--- src/rdd_pkg.sv ---
// ----------------------------------------------------------------------------
// rdd_pkg
// Shared types, rule codes and calendar helpers for the days-until-date core.
// ----------------------------------------------------------------------------
`default_nettype none

package rdd_pkg;

    // Repeat rules carried on the op field.
    localparam logic [1:0] OP_ONCE    = 2'd0;
    localparam logic [1:0] OP_WEEKLY  = 2'd1;
    localparam logic [1:0] OP_MONTHLY = 2'd2;
    localparam logic [1:0] OP_YEARLY  = 2'd3;

    localparam logic [3:0] MONTH_JAN = 4'd1;
    localparam logic [3:0] MONTH_FEB = 4'd2;
    localparam logic [3:0] MONTH_DEC = 4'd12;

    localparam logic [2:0] WEEKDAY_SUN = 3'd7;

    // Reciprocal of 100 scaled by 2^19; exact for operands below 43690.
    localparam int unsigned RECIP100  = 5243;
    localparam int unsigned RECIP_SHF = 19;

    localparam logic signed [22:0] DAYS_MAX = 23'sh3FFFFF;
    localparam logic signed [22:0] DAYS_MIN = 23'sh400000;

    // A year one past the input range fits in 15 bits.
    typedef logic [14:0]        year_t;
    typedef logic [3:0]         month_t;
    typedef logic [4:0]         day_t;
    typedef logic [2:0]         wday_t;
    typedef logic [22:0]        ord_t;
    typedef logic signed [22:0] days_t;

    // Rule, current date and the due date picked by the first stage, plus the weekly answer.
    typedef struct packed {
        logic [1:0] op;
        year_t      cur_year;
        month_t     cur_month;
        day_t       cur_day;
        year_t      due_year;
        month_t     due_month;
        day_t       due_day;
        wday_t      week_days;
    } sel_t;

    function automatic month_t fix_month(input month_t m);
        month_t r;
        if (m < MONTH_JAN)
        begin
            r = MONTH_JAN;
        end
        else if (m > MONTH_DEC)
        begin
            r = MONTH_DEC;
        end
        else
        begin
            r = m;
        end
        return r;
    endfunction

    // Days in the common year before the first of the given month.
    function automatic logic [8:0] cum_days(input month_t m);
        logic [8:0] r;
        unique case (m)
            4'd1:    r = 9'd0;
            4'd2:    r = 9'd31;
            4'd3:    r = 9'd59;
            4'd4:    r = 9'd90;
            4'd5:    r = 9'd120;
            4'd6:    r = 9'd151;
            4'd7:    r = 9'd181;
            4'd8:    r = 9'd212;
            4'd9:    r = 9'd243;
            4'd10:   r = 9'd273;
            4'd11:   r = 9'd304;
            4'd12:   r = 9'd334;
            default: r = 9'd0;
        endcase
        return r;
    endfunction

endpackage

`default_nettype wire

--- src/rdd_select.sv ---
// ----------------------------------------------------------------------------
// rdd_select
// First stage: cleans up months, picks the due date for the repeat rule and
// works out the weekly distance.
// ----------------------------------------------------------------------------
`default_nettype none

module rdd_select
(
    input  wire logic           clk,
    input  wire logic           load,
    input  wire logic [1:0]     op,
    input  wire logic [13:0]    cur_year,
    input  wire logic [3:0]     cur_month,
    input  wire logic [4:0]     cur_day,
    input  wire logic [2:0]     cur_weekday,
    input  wire logic [13:0]    tgt_year,
    input  wire logic [3:0]     tgt_month,
    input  wire logic [4:0]     tgt_day,
    input  wire logic [2:0]     tgt_weekday,
    output rdd_pkg::sel_t       sel_reg
);

    typedef logic [2:0] wday_mod_t;

    rdd_pkg::sel_t   sel_next;
    rdd_pkg::month_t cm;
    rdd_pkg::month_t tm;
    rdd_pkg::year_t  cy;
    wday_mod_t       cw;
    wday_mod_t       tw;
    logic signed [3:0] wdiff;

    always_comb
    begin
        cm = rdd_pkg::fix_month(cur_month);
        tm = rdd_pkg::fix_month(tgt_month);
        cy = {1'b0, cur_year};
        // Sunday may come as 7 or 0; both are zero modulo seven.
        cw = (cur_weekday == rdd_pkg::WEEKDAY_SUN) ? 3'd0 : cur_weekday;
        tw = (tgt_weekday == rdd_pkg::WEEKDAY_SUN) ? 3'd0 : tgt_weekday;
        wdiff = signed'({1'b0, tw}) - signed'({1'b0, cw});

        sel_next.op        = op;
        sel_next.cur_year  = cy;
        sel_next.cur_month = cm;
        sel_next.cur_day   = cur_day;
        sel_next.due_year  = {1'b0, tgt_year};
        sel_next.due_month = tm;
        sel_next.due_day   = tgt_day;
        sel_next.week_days = (wdiff < 0) ? 3'(wdiff + 4'sd7) : 3'(wdiff);

        unique case (op)
            rdd_pkg::OP_MONTHLY:
            begin
                sel_next.due_year  = cy;
                sel_next.due_month = cm;
                if (cur_day > tgt_day)
                begin
                    if (cm == rdd_pkg::MONTH_DEC)
                    begin
                        sel_next.due_year  = cy + 15'd1;
                        sel_next.due_month = rdd_pkg::MONTH_JAN;
                    end
                    else
                    begin
                        sel_next.due_month = cm + 4'd1;
                    end
                end
            end
            rdd_pkg::OP_YEARLY:
            begin
                if (cm > tm || (cm == tm && cur_day > tgt_day))
                begin
                    sel_next.due_year = cy + 15'd1;
                end
                else
                begin
                    sel_next.due_year = cy;
                end
            end
            rdd_pkg::OP_ONCE,
            rdd_pkg::OP_WEEKLY:
            begin
                sel_next.due_year = {1'b0, tgt_year};
            end
            default:
            begin
                sel_next.due_year = {1'b0, tgt_year};
            end
        endcase
    end

    always_ff @(posedge clk)
    begin
        if (load)
        begin
            sel_reg <= sel_next;
        end
    end

endmodule

`default_nettype wire

--- src/rdd_ordinal.sv ---
// ----------------------------------------------------------------------------
// rdd_ordinal
// Two-stage day ordinal: year terms and month offset first, then the leap
// test and the final sum.
// ----------------------------------------------------------------------------
`default_nettype none

module rdd_ordinal
(
    input  wire logic            clk,
    input  wire logic            load_a,
    input  wire logic            load_b,
    input  wire rdd_pkg::year_t  year,
    input  wire rdd_pkg::month_t month,
    input  wire rdd_pkg::day_t   day,
    output rdd_pkg::ord_t        ord_reg
);

    // Stage A registers.
    rdd_pkg::ord_t   y365_reg;
    logic [12:0]     q4_reg;
    logic [7:0]      q100_reg;
    logic [5:0]      q400_reg;
    logic [7:0]      qy100_reg;
    rdd_pkg::year_t  year_reg;
    logic [8:0]      cum_reg;
    logic            late_reg;
    rdd_pkg::day_t   day_reg;

    rdd_pkg::ord_t   y365_next;
    logic [12:0]     q4_next;
    logic [7:0]      q100_next;
    logic [5:0]      q400_next;
    logic [7:0]      qy100_next;
    logic [27:0]     p99;
    logic [27:0]     p399;
    logic [27:0]     py;
    logic [15:0]     y3;

    rdd_pkg::year_t  hundreds;
    logic            leap;
    rdd_pkg::ord_t   ord_next;

    always_comb
    begin
        y365_next  = 23'({8'd0, year} * 23'd365);
        y3         = {1'b0, year} + 16'd3;
        q4_next    = 13'(y3 >> 2);
        // Division by 100 and 400 through a scaled reciprocal.
        p99        = 28'(year + 15'd99) * 28'(rdd_pkg::RECIP100);
        p399       = 28'(year + 15'd399) * 28'(rdd_pkg::RECIP100);
        py         = 28'(year) * 28'(rdd_pkg::RECIP100);
        q100_next  = 8'(p99 >> rdd_pkg::RECIP_SHF);
        q400_next  = 6'(p399 >> (rdd_pkg::RECIP_SHF + 2));
        qy100_next = 8'(py >> rdd_pkg::RECIP_SHF);
    end

    always_ff @(posedge clk)
    begin
        if (load_a)
        begin
            y365_reg  <= y365_next;
            q4_reg    <= q4_next;
            q100_reg  <= q100_next;
            q400_reg  <= q400_next;
            qy100_reg <= qy100_next;
            year_reg  <= year;
            cum_reg   <= rdd_pkg::cum_days(month);
            late_reg  <= (month > rdd_pkg::MONTH_FEB);
            day_reg   <= day;
        end
    end

    always_comb
    begin
        hundreds = 15'({7'd0, qy100_reg} * 15'd100);
        // A century year is a leap year only when its century count is a
        // multiple of four.
        leap = (year_reg[1:0] == 2'd0)
            && ((hundreds != year_reg) || (qy100_reg[1:0] == 2'd0));
        ord_next = y365_reg + 23'(q4_reg) - 23'(q100_reg) + 23'(q400_reg)
                 + 23'(cum_reg) + 23'(leap && late_reg) + 23'(day_reg);
    end

    always_ff @(posedge clk)
    begin
        if (load_b)
        begin
            ord_reg <= ord_next;
        end
    end

endmodule

`default_nettype wire

--- src/rdd_result.sv ---
// ----------------------------------------------------------------------------
// rdd_result
// Last stage: ordinal difference, saturation and the expired flag.
// ----------------------------------------------------------------------------
`default_nettype none

module rdd_result
(
    input  wire logic            clk,
    input  wire logic            load,
    input  wire logic [1:0]      op,
    input  wire logic [2:0]      week_days,
    input  wire rdd_pkg::ord_t   due_ord,
    input  wire rdd_pkg::ord_t   cur_ord,
    output rdd_pkg::days_t       days_reg,
    output logic                 expired_reg
);

    logic signed [23:0] diff;
    rdd_pkg::days_t     sat;
    rdd_pkg::days_t     days_next;
    logic               expired_next;

    always_comb
    begin
        diff = signed'({1'b0, due_ord}) - signed'({1'b0, cur_ord});
        if (diff[23] != diff[22])
        begin
            sat = diff[23] ? rdd_pkg::DAYS_MIN : rdd_pkg::DAYS_MAX;
        end
        else
        begin
            sat = diff[22:0];
        end

        unique case (op)
            rdd_pkg::OP_ONCE:
            begin
                days_next    = sat;
                expired_next = sat[22];
            end
            rdd_pkg::OP_WEEKLY:
            begin
                days_next    = 23'(week_days);
                expired_next = 1'b0;
            end
            default:
            begin
                days_next    = sat;
                expired_next = 1'b0;
            end
        endcase
    end

    always_ff @(posedge clk)
    begin
        if (load)
        begin
            days_reg    <= days_next;
            expired_reg <= expired_next;
        end
    end

endmodule

`default_nettype wire

--- src/reminder_days_until_date_core.sv ---
// ----------------------------------------------------------------------------
// reminder_days_until_date_core
// Signed day count from today to a reminder's next due date, Gregorian rule.
// ----------------------------------------------------------------------------
//
//   Channel | Handshake            | Payload
//   --------+----------------------+-------------------------------------------
//   in      | in_valid / in_ready  | op, cur_*, tgt_* date and weekday fields
//   out     | out_valid / out_ready| days, expired
//
// Four register stages: due-date select, ordinal year terms, ordinal sum,
// difference with saturation.
// One beat is taken every cycle while the output side keeps up.
// A stage loads whenever it is empty or its successor moves, so bubbles close
// up and a full pipe holds in place while out_ready is low.
// Reset clears only the stage valid bits.
// ----------------------------------------------------------------------------
`default_nettype none

module reminder_days_until_date_core
(
    input  wire logic               clk,
    input  wire logic               rst_n,
    input  wire logic               in_valid,
    output logic                    in_ready,
    input  wire logic [1:0]         op,
    input  wire logic [13:0]        cur_year,
    input  wire logic [3:0]         cur_month,
    input  wire logic [4:0]         cur_day,
    input  wire logic [2:0]         cur_weekday,
    input  wire logic [13:0]        tgt_year,
    input  wire logic [3:0]         tgt_month,
    input  wire logic [4:0]         tgt_day,
    input  wire logic [2:0]         tgt_weekday,
    output logic                    out_valid,
    input  wire logic               out_ready,
    output logic signed [22:0]      days,
    output logic                    expired
);

    logic v1_reg, v2_reg, v3_reg, v4_reg;
    logic v1_next, v2_next, v3_next, v4_next;
    logic ld1, ld2, ld3, ld4;

    rdd_pkg::sel_t  sel_reg;
    logic [1:0]     op2_reg, op3_reg;
    logic [2:0]     wk2_reg, wk3_reg;
    rdd_pkg::ord_t  due_ord;
    rdd_pkg::ord_t  cur_ord;
    rdd_pkg::days_t days_reg;
    logic           expired_reg;

    always_comb
    begin
        ld4 = !v4_reg || out_ready;
        ld3 = !v3_reg || ld4;
        ld2 = !v2_reg || ld3;
        ld1 = !v1_reg || ld2;
        v1_next = ld1 ? in_valid : v1_reg;
        v2_next = ld2 ? v1_reg   : v2_reg;
        v3_next = ld3 ? v2_reg   : v3_reg;
        v4_next = ld4 ? v3_reg   : v4_reg;
    end

    assign in_ready  = ld1;
    assign out_valid = v4_reg;
    assign days      = days_reg;
    assign expired   = expired_reg;

    always_ff @(posedge clk or negedge rst_n)
    begin
        if (!rst_n)
        begin
            v1_reg <= 1'b0;
            v2_reg <= 1'b0;
            v3_reg <= 1'b0;
            v4_reg <= 1'b0;
        end
        else
        begin
            v1_reg <= v1_next;
            v2_reg <= v2_next;
            v3_reg <= v3_next;
            v4_reg <= v4_next;
        end
    end

    // Rule and weekly answer ride alongside the ordinal stages.
    always_ff @(posedge clk)
    begin
        if (ld2)
        begin
            op2_reg <= sel_reg.op;
            wk2_reg <= sel_reg.week_days;
        end
        if (ld3)
        begin
            op3_reg <= op2_reg;
            wk3_reg <= wk2_reg;
        end
    end

    rdd_select u_select
    (
        .clk         (clk),
        .load        (ld1),
        .op          (op),
        .cur_year    (cur_year),
        .cur_month   (cur_month),
        .cur_day     (cur_day),
        .cur_weekday (cur_weekday),
        .tgt_year    (tgt_year),
        .tgt_month   (tgt_month),
        .tgt_day     (tgt_day),
        .tgt_weekday (tgt_weekday),
        .sel_reg     (sel_reg)
    );

    rdd_ordinal u_due_ord
    (
        .clk     (clk),
        .load_a  (ld2),
        .load_b  (ld3),
        .year    (sel_reg.due_year),
        .month   (sel_reg.due_month),
        .day     (sel_reg.due_day),
        .ord_reg (due_ord)
    );

    rdd_ordinal u_cur_ord
    (
        .clk     (clk),
        .load_a  (ld2),
        .load_b  (ld3),
        .year    (sel_reg.cur_year),
        .month   (sel_reg.cur_month),
        .day     (sel_reg.cur_day),
        .ord_reg (cur_ord)
    );

    rdd_result u_result
    (
        .clk         (clk),
        .load        (ld4),
        .op          (op3_reg),
        .week_days   (wk3_reg),
        .due_ord     (due_ord),
        .cur_ord     (cur_ord),
        .days_reg    (days_reg),
        .expired_reg (expired_reg)
    );

    // An empty first stage always takes a beat.
    a_empty_takes: assert property (@(posedge clk) disable iff (!rst_n)
        !v1_reg |-> in_ready)
        else $error("first stage empty but input not ready");

    // A beat that is accepted shows up in the first stage.
    a_accept_lands: assert property (@(posedge clk) disable iff (!rst_n)
        in_valid && in_ready |=> v1_reg)
        else $error("accepted beat lost at first stage");

    // A full pipe under back-pressure keeps every stage occupied.
    a_full_holds: assert property (@(posedge clk) disable iff (!rst_n)
        v1_reg && v2_reg && v3_reg && v4_reg && !out_ready
        |=> v1_reg && v2_reg && v3_reg && v4_reg)
        else $error("stalled pipe dropped a beat");

    // Expired only comes with a negative day count.
    a_expired_neg: assert property (@(posedge clk) disable iff (!rst_n)
        out_valid && expired |-> days[22])
        else $error("expired set on a non-negative day count");

endmodule

`default_nettype wire

--- config.mk ---
export PLATFORM = sky130hd
export DESIGN_NAME = reminder_days_until_date_core
export DESIGN_NICKNAME = d
export VERILOG_FILES = /design/src/rdd_pkg.sv /design/src/rdd_select.sv /design/src/rdd_ordinal.sv /design/src/rdd_result.sv /design/src/reminder_days_until_date_core.sv
export SDC_FILE = /design/constraint.sdc
export NUM_CORES = 2
export LEC_CHECK = 0
export BUFFER_PORTS_ARGS = -buffer_cell sky130_fd_sc_hd__buf_2
export CAP_MARGIN = 5
export CORE_AREA = 2 2 319 321
export CTS_CLUSTER_SIZE = 16
export DETAILED_ROUTE_END_ITERATION = 10
export DIE_AREA = 0 0 321 323
export PLACE_DENSITY = 0.62
export REMOVE_ABC_BUFFERS = 1
export SKIP_LAST_GASP = 1
export SYNTH_ARGS = -nofsm -noshare
export SYNTH_HDL_FRONTEND = slang
export SYNTH_SLANG_ARGS = --single-unit
--- constraint.sdc ---
create_clock -name clk -period 9.3 [get_ports clk]
set_input_delay 0.465 -clock clk [delete_from_list [all_inputs] [get_ports clk]]
set_output_delay 0.465 -clock clk [all_outputs]
set_load 0.005 [all_outputs]
# After elaboration in Yosys (flattened, before gate mapping)

Memory sizes are Yosys's and may differ from the RTL's. A register that Yosys moved wholly into a read port is not among the register bits.
Cells that the tools add are included.
W data, S select, Z words.

$lt $le $gt $ge: 9
Add/subtract/negate cells: 23
Reductions and logical operators: 23
Multipliers: 10
Muxes and demuxes: 16
Equal/unequal tests: 11

Operators with widths:

| kind                     | count |
|---|---|
| $mul A28 B13 Y27 const B | 4 |
| $add A23 B1 Y23          | 2 |
| $add A23 B13 Y23         | 2 |
| $add A23 B5 Y23          | 2 |
| $add A23 B6 Y23          | 2 |
| $add A23 B9 Y23          | 2 |
| $mux W23                 | 2 |
| $sub A23 B8 Y23          | 2 |
| $pmux W15 S3             | 1 |
| $mux W15                 | 2 |
| $mul A14 B13 Y27 const B | 1 |
| $mul A15 B13 Y27 const B | 1 |
| $mul A8 B5 Y13 const B   | 2 |
| $mux W4                  | 6 |
| $sub A23 B23 Y24         | 1 |
| $mul A14 B9 Y23 const B  | 1 |
| $mul A15 B9 Y23 const B  | 1 |
| $mux W19                 | 1 |
| $add A15 B7 Y16 const B  | 1 |
| $add A15 B9 Y16 const B  | 1 |
| $add A14 B1 Y15 const B  | 1 |
| $add A14 B2 Y15 const B  | 1 |
| $add A14 B7 Y15 const B  | 1 |
| $add A14 B9 Y15 const B  | 1 |
| 23 further kinds         | 51 |

Output and inout port bits: 26
Memories kept: 2
Input bits: 58
Bits in registers: 293
Logic and storage cells: 131
Memory bits (read-only): 288

Memories:

| name             | words | width | rd ports | clocked after Yosys merged registers in | write ports | RTL line      | source |
|---|---|---|---|---|---|---|---|
| (name not given) | 16    | 9     | 1        | 1                                       | 0           | rdd_pkg.sv:68 | `unique case (m)` |
| (name not given) | 16    | 9     | 1        | 1                                       | 0           | rdd_pkg.sv:68 |  |

# Longest topological paths before layout

Depth after elaboration: 8
Gate-level depth with buffers: 28

# Modules after synthesis

From an unflattened synthesis, not the netlist that was laid out.

Cells, all modules: 4279
Area, all modules: 45667.5 sq um

By module, submodules not included:

| module                        | instances | cells each | area an instance (sq um) | sequential area each (sq um) |
|---|---|---|---|---|
| rdd_ordinal at u_due_ord      | 1         | 1927       | 20266.9                  | 3273.1 |
| rdd_ordinal at u_cur_ord      | 1         | 1830       | 19725.2                  | 3273.1 |
| rdd_select                    | 1         | 252        | 2907.8                   | 1561.5 |
| rdd_result                    | 1         | 247        | 2299.7                   | 720.7 |
| reminder_days_until_date_core | 1         | 23         | 467.9                    | 400.4 |

# Worst setup path after synthesis

Ideal clock, no wire load.

Kind: reg-to-reg
Start: register u_select.sel_reg[36] (netlist name)
End: register u_cur_ord.q400_reg[5], data pin
Cell stages (with the launch flop): 27
Period minus slack after synthesis: 7.024 ns
Arrival: 6.761 ns
Buffers on the path: 0
Required time: 9.038 ns
Setup slack: 2.276 ns
Cell sequence: edfxtp_1 -> inv_1 -> ha_1 -> o21ai_0 -> nand3_1 -> nand2_1 -> a21oi_1 -> nand2b_1 -> xnor2_1 -> inv_1 -> fa_1 -> inv_1 -> ha_1 -> fa_1 -> inv_1 -> fa_1 -> fa_1 -> inv_1 -> ha_1 -> a21o_1 -> a211o_1 -> or4_4 -> a31oi_4 -> o21ai_2 -> and4_4 -> a2111oi_4 -> xnor2_1

Cells in the longest elaborated chain, start to end: 2

RTL lines:

| item                         | RTL line          | source |
|---|---|---|
| $add A14 B9 Y15              | rdd_ordinal.sv:51 | `p399 = 28'(year + 15'd399) * 28'(rdd_pkg::RECIP100);` |
| $mul A28 B13 Y27             | rdd_ordinal.sv:51 |  |
| named net u_cur_ord.p399[26] | rdd_ordinal.sv:36 | `logic [27:0] p399;` |
| end signal, assigned         | rdd_ordinal.sv:65 | `q400_reg <= q400_next;` |
| end, declared                | rdd_ordinal.sv:23 | `logic [5:0] q400_reg;` |

The timed path passes the listed nets, and every way through them passes these cells.
A chain may end at the register's enable or synchronous reset.

# Final worst setup path

Start: register u_select.sel_reg[12] (netlist name)
End: register u_due_ord.q100_reg[4], data pin

Cells in the longest elaborated chain, start to end: 2

RTL lines:

| item                        | RTL line          | source |
|---|---|---|
| $add A15 B7 Y16             | rdd_ordinal.sv:50 | `p99 = 28'(year + 15'd99) * 28'(rdd_pkg::RECIP100);` |
| $mul A28 B13 Y27            | rdd_ordinal.sv:50 |  |
| named net u_due_ord.p99[23] | rdd_ordinal.sv:35 | `logic [27:0] p99;` |
| end signal, assigned        | rdd_ordinal.sv:64 | `q100_reg <= q100_next;` |
| end, declared               | rdd_ordinal.sv:22 | `logic [7:0] q100_reg;` |

The timed path passes the listed nets, and every way through them passes these cells.

==> results by stage <==
Status:
- The flow ran to the end, and the final reports show no timing, DRC or antenna violations.

Floorplanning:
- The starting density of the core is 0.4459.
- The floorplan step defined a die boundary enclosing 103700 µm².
- The die is 321 µm wide.
- The core region is 100700 µm².
- During I/O placement, the number of pins put on the boundary was 84.
- The floorplan has 117 rows.
- The chip height is 323 µm.

Setup path:
- The type of origin of the critical path is a flip-flop.
- The worst register-to-register path has a depth of 23.
- Data on the critical path is required at its endpoint by 9600 ps.
- The data arrival at the endpoint of the critical path is 8490 ps.
- The class of the most critical setup path is reg2reg.
- The worst setup path is captured at a flip-flop.
- The reg-to-reg setup timing slack is 1100 ps.
- The end of the worst register-to-register path is u_due_ord.q100_reg[4].
- The reg-to-reg critical path startpoint is u_select.sel_reg[12].
- Of all nets on the critical path, the largest fanout is 11.

Routing:
- Dividing the detail-routed wire length by the instance count gives 17.57 µm.
- The DRC violation total after the first TritonRoute iteration is 1638.
- The total via count in the routed design is 29020.
- The final layout contains routed wiring with a total length of 101000 µm.
- In the routed design, unresolved DRC markers number 0.
- Before antenna repair, the detailed router went through 5 iterations.
- The residual antenna-violating net count after detailed routing is 0.
- The via count normalized by instance count is 5.049.

Clock tree:
- The CTS tree is built.
- For this design, the sink count on the clock tree is 307.
- The clock latency at the later pin of the worst-skew pair is approximately 560 ps.
- The count of buffers added by post-CTS timing repair for setup is 0.
- Clock tree synthesis inserted a total of 39 buffers.
- The clock input transition at the sequential cells of the worst setup and hold paths is 60 ps.
- The number of gates resized after CTS was 0.
- The H-tree was split into 2 levels.
- After clock tree synthesis, the flow added hold-fix buffers numbering 1.
- The tree is rooted in a sky130_fd_sc_hd__clkbuf_16.
- The largest buffer count on any clock path is 3.

STA:
- Setup violations remaining at the end of the flow were counted as 0.
- Setup repair after global routing left no endpoint under its margin.
- The final period utilization is 0.8813.
- The worst slew slack as a fraction of its limit is 0.2118.
- The worst clock skew is 14.85 ps.
- The final critical delay including setup and external delays is about 8200 ps.
- The count of pins over their slew limit is 0.
- Based on the critical path, the design can be clocked at up to 0.1220 GHz.
- Summed over all failing endpoints, the final setup total negative slack is 0 ps.
- At the pin with the least slew margin, the transition time is 1174 ps.
- The number of hold violations in the final report was 0.

Yosys:
- Yosys printed 0 warnings.
- The post-synthesis cell type count is between 70 and 80.
- Dividing the synthesized area by the synthesized cell count gives about 10 µm².
- Sorting the synthesized cells by area gives the leading types as sky130_fd_sc_hd__ha_1, sky130_fd_sc_hd__fa_1, sky130_fd_sc_hd__edfxtp_1.
- For this run, the leading register cell type out of synthesis is sky130_fd_sc_hd__edfxtp_1.
- The share of synthesized area occupied by flip-flops and latches is 0.2048.
- The dominant cell by count in the synthesized netlist is sky130_fd_sc_hd__inv_1.
- Counting flops and latches in the post-synthesis netlist gives 307.
- The post-synthesis instance total is about 4300.
- Summed over all instances, the cell type with the most area after synthesis is sky130_fd_sc_hd__ha_1.
- The post-synthesis cell area is 44910 µm².
- For this run, asynchronously set or reset flops after synthesis account for 0.01303.
- The commonest cells after synthesis are sky130_fd_sc_hd__inv_1, sky130_fd_sc_hd__ha_1, sky130_fd_sc_hd__fa_1.
- The number of enable-type register cells in the synthesized netlist is slightly above 300.
- The share of the synthesized area in the top cell type is 0.2566.

Final layout:
- The filler cell count is 9371.
- The layout-stage area growth over the synthesis result is 7.869%.
- The net count of the finished layout is 5952.
- Summing all non-filler instances in the final layout gives an area of 48440 µm².
- The antenna diode count is 0.
- The register with the most flip-flops in the layout has 52 of them.
- The layout cell share with drive strength beyond 1 is 0.04797.

Place:
- After legalization and detailed placement, the total HPWL measured 86580 µm.
- Buffers placed on the I/O ports in this run total 83.
- At the end of routability-driven placement, the weighted congestion stood at 0.8908.
- The instance area after placement is 47070 µm².

Hold path:
- In this run the most critical hold path is launched from in_valid.
- The worst hold path passes through 2 cells.
- In this run the worst hold path is classified as in2reg.
- The end of the worst hold path is v1_reg.

GRT:
- The maximum number of pins on one net before global-route repair is 137.
- The first global-routing pass estimated 163100 µm of wire.
- After global routing the overflow that remains totals 0.
- The number of antenna violations at the first check in global routing is 7.
- The total global-route track usage is 0.2020.
- The via count of the first global-routing pass came to 29750.

Job:
- The tool flagged a number of max-cap violations equal to 0.
[cell usage in the layout (no fill, tap or decap), types with 17 or more instances in the layout]
master and n:
sky130_fd_sc_hd__nor3_1 38, sky130_fd_sc_hd__fa_1 563, sky130_fd_sc_hd__clkbuf_16 41, sky130_fd_sc_hd__o211ai_1 17, sky130_fd_sc_hd__or3_1 19, sky130_fd_sc_hd__o21a_1 36
sky130_fd_sc_hd__nand2b_1 26, sky130_fd_sc_hd__nor2_1 135, sky130_fd_sc_hd__a21o_1 47, sky130_fd_sc_hd__inv_1 1120, sky130_fd_sc_hd__xnor2_1 202, sky130_fd_sc_hd__edfxtp_1 303
sky130_fd_sc_hd__xor2_1 44, sky130_fd_sc_hd__nand3_1 72, sky130_fd_sc_hd__nor2b_1 30, sky130_fd_sc_hd__buf_2 83, sky130_fd_sc_hd__buf_4 26, sky130_fd_sc_hd__nand2_1 134
sky130_fd_sc_hd__ha_1 921, sky130_fd_sc_hd__a21oi_1 143, sky130_fd_sc_hd__o21ai_0 110, sky130_fd_sc_hd__a211oi_1 23, sky130_fd_sc_hd__nand4_1 26
[logic make-up (layout without fill, tap and decap cells)]
| family | after synthesis | count (layout) | share of synthesized area |
|---|---|---|---|
| compound gates | 553 | 553 | 0.08270 |
| xor+xnor | 246 | 246 | 0.04798 |
| fa+ha+maj | 1484 | 1484 | 0.5076 |
| buf+inv | 1148 | 1302 | 0.09618 |
| flops | 307 | 307 | 0.2048 |
| mux | 12 | 12 | 0.003343 |
| simple gates | 536 | 536 | 0.05734 |
[cell type report]
type | count | area, µm² | share of cell area
Sequential cell | 307 | 9199 | 0.1899
Inverter | 1120 | 4204 | 0.08679
Clock inverter | 26 | 314.1 | 0.006483
Multi-Input combinational cell | 2831 | 31400 | 0.6483
Clock buffer | 45 | 1041 | 0.02149
Tap cell | 1309 | 1638 | 0.03381
Timing Repair Buffer | 111 | 640.6 | 0.01323
[worst max-delay path by stage]
stage	slack [ps]	cells past startpoint	start	end
2_1_floorplan	2280	26	u_select.sel_reg[36]	u_cur_ord.q400_reg[5]
3_3_place_gp	1200	23	u_select.sel_reg[12]	u_due_ord.q100_reg[4]
3_5_place_dp	1020	23	u_select.sel_reg[12]	u_due_ord.q100_reg[4]
4_1_cts	1010	23	u_select.sel_reg[12]	u_due_ord.q100_reg[4]
5_1_grt	410	23	u_select.sel_reg[12]	u_due_ord.q100_reg[4]
6_report	1100	23	u_select.sel_reg[12]	u_due_ord.q100_reg[4]
[stage by stage]
step | std cells | worst slack [ps] | hold slack (ps) | util
after floorplan | 4258 | 2276 | 169.4 | -
after global placement | 5677 | 1200 | 273.7 | 0.4674
after detailed placement | 5677 | 1022 | 275.8 | 0.4674
after CTS | 5749 | 1008 | 58.22 | 0.4809
after global routing | 5749 | 408.1 | 76.49 | 0.4809
final | 5749 | 1104 | 95.41 | 0.4809
[worst max-delay path, cell delays in order, from the launching register on]
cell,delay (ps)
sky130_fd_sc_hd__edfxtp_1,590
sky130_fd_sc_hd__inv_1,400
sky130_fd_sc_hd__ha_1,440
sky130_fd_sc_hd__nor2b_1,170
sky130_fd_sc_hd__a21oi_1,280
sky130_fd_sc_hd__inv_1,70
sky130_fd_sc_hd__a21oi_1,310
sky130_fd_sc_hd__nor2b_1,100
sky130_fd_sc_hd__xnor2_1,750
sky130_fd_sc_hd__ha_1,380
sky130_fd_sc_hd__inv_1,80
sky130_fd_sc_hd__fa_1,440
sky130_fd_sc_hd__fa_1,520
sky130_fd_sc_hd__inv_1,50
sky130_fd_sc_hd__fa_1,540
sky130_fd_sc_hd__fa_1,410
sky130_fd_sc_hd__ha_1,300
sky130_fd_sc_hd__nand3_1,110
sky130_fd_sc_hd__o22ai_1,90
sky130_fd_sc_hd__a2111oi_0,800
sky130_fd_sc_hd__nor3_1,170
sky130_fd_sc_hd__o31ai_1,310
sky130_fd_sc_hd__a21boi_0,230
sky130_fd_sc_hd__a311o_1,390
[routing by layer]
layer,vias to the layer above,GRT usage,share of wire
met5,-,0,0.00019
met4,2,0.03738,0.017
met3,92,0.02786,0.051
met2,537,0.3139,0.44
met1,14090,0.3023,0.50
li1,14300,-,-
Power is not shown: default switching activity piles up to over one toggle a cycle in this logic, so the estimate is an artifact.
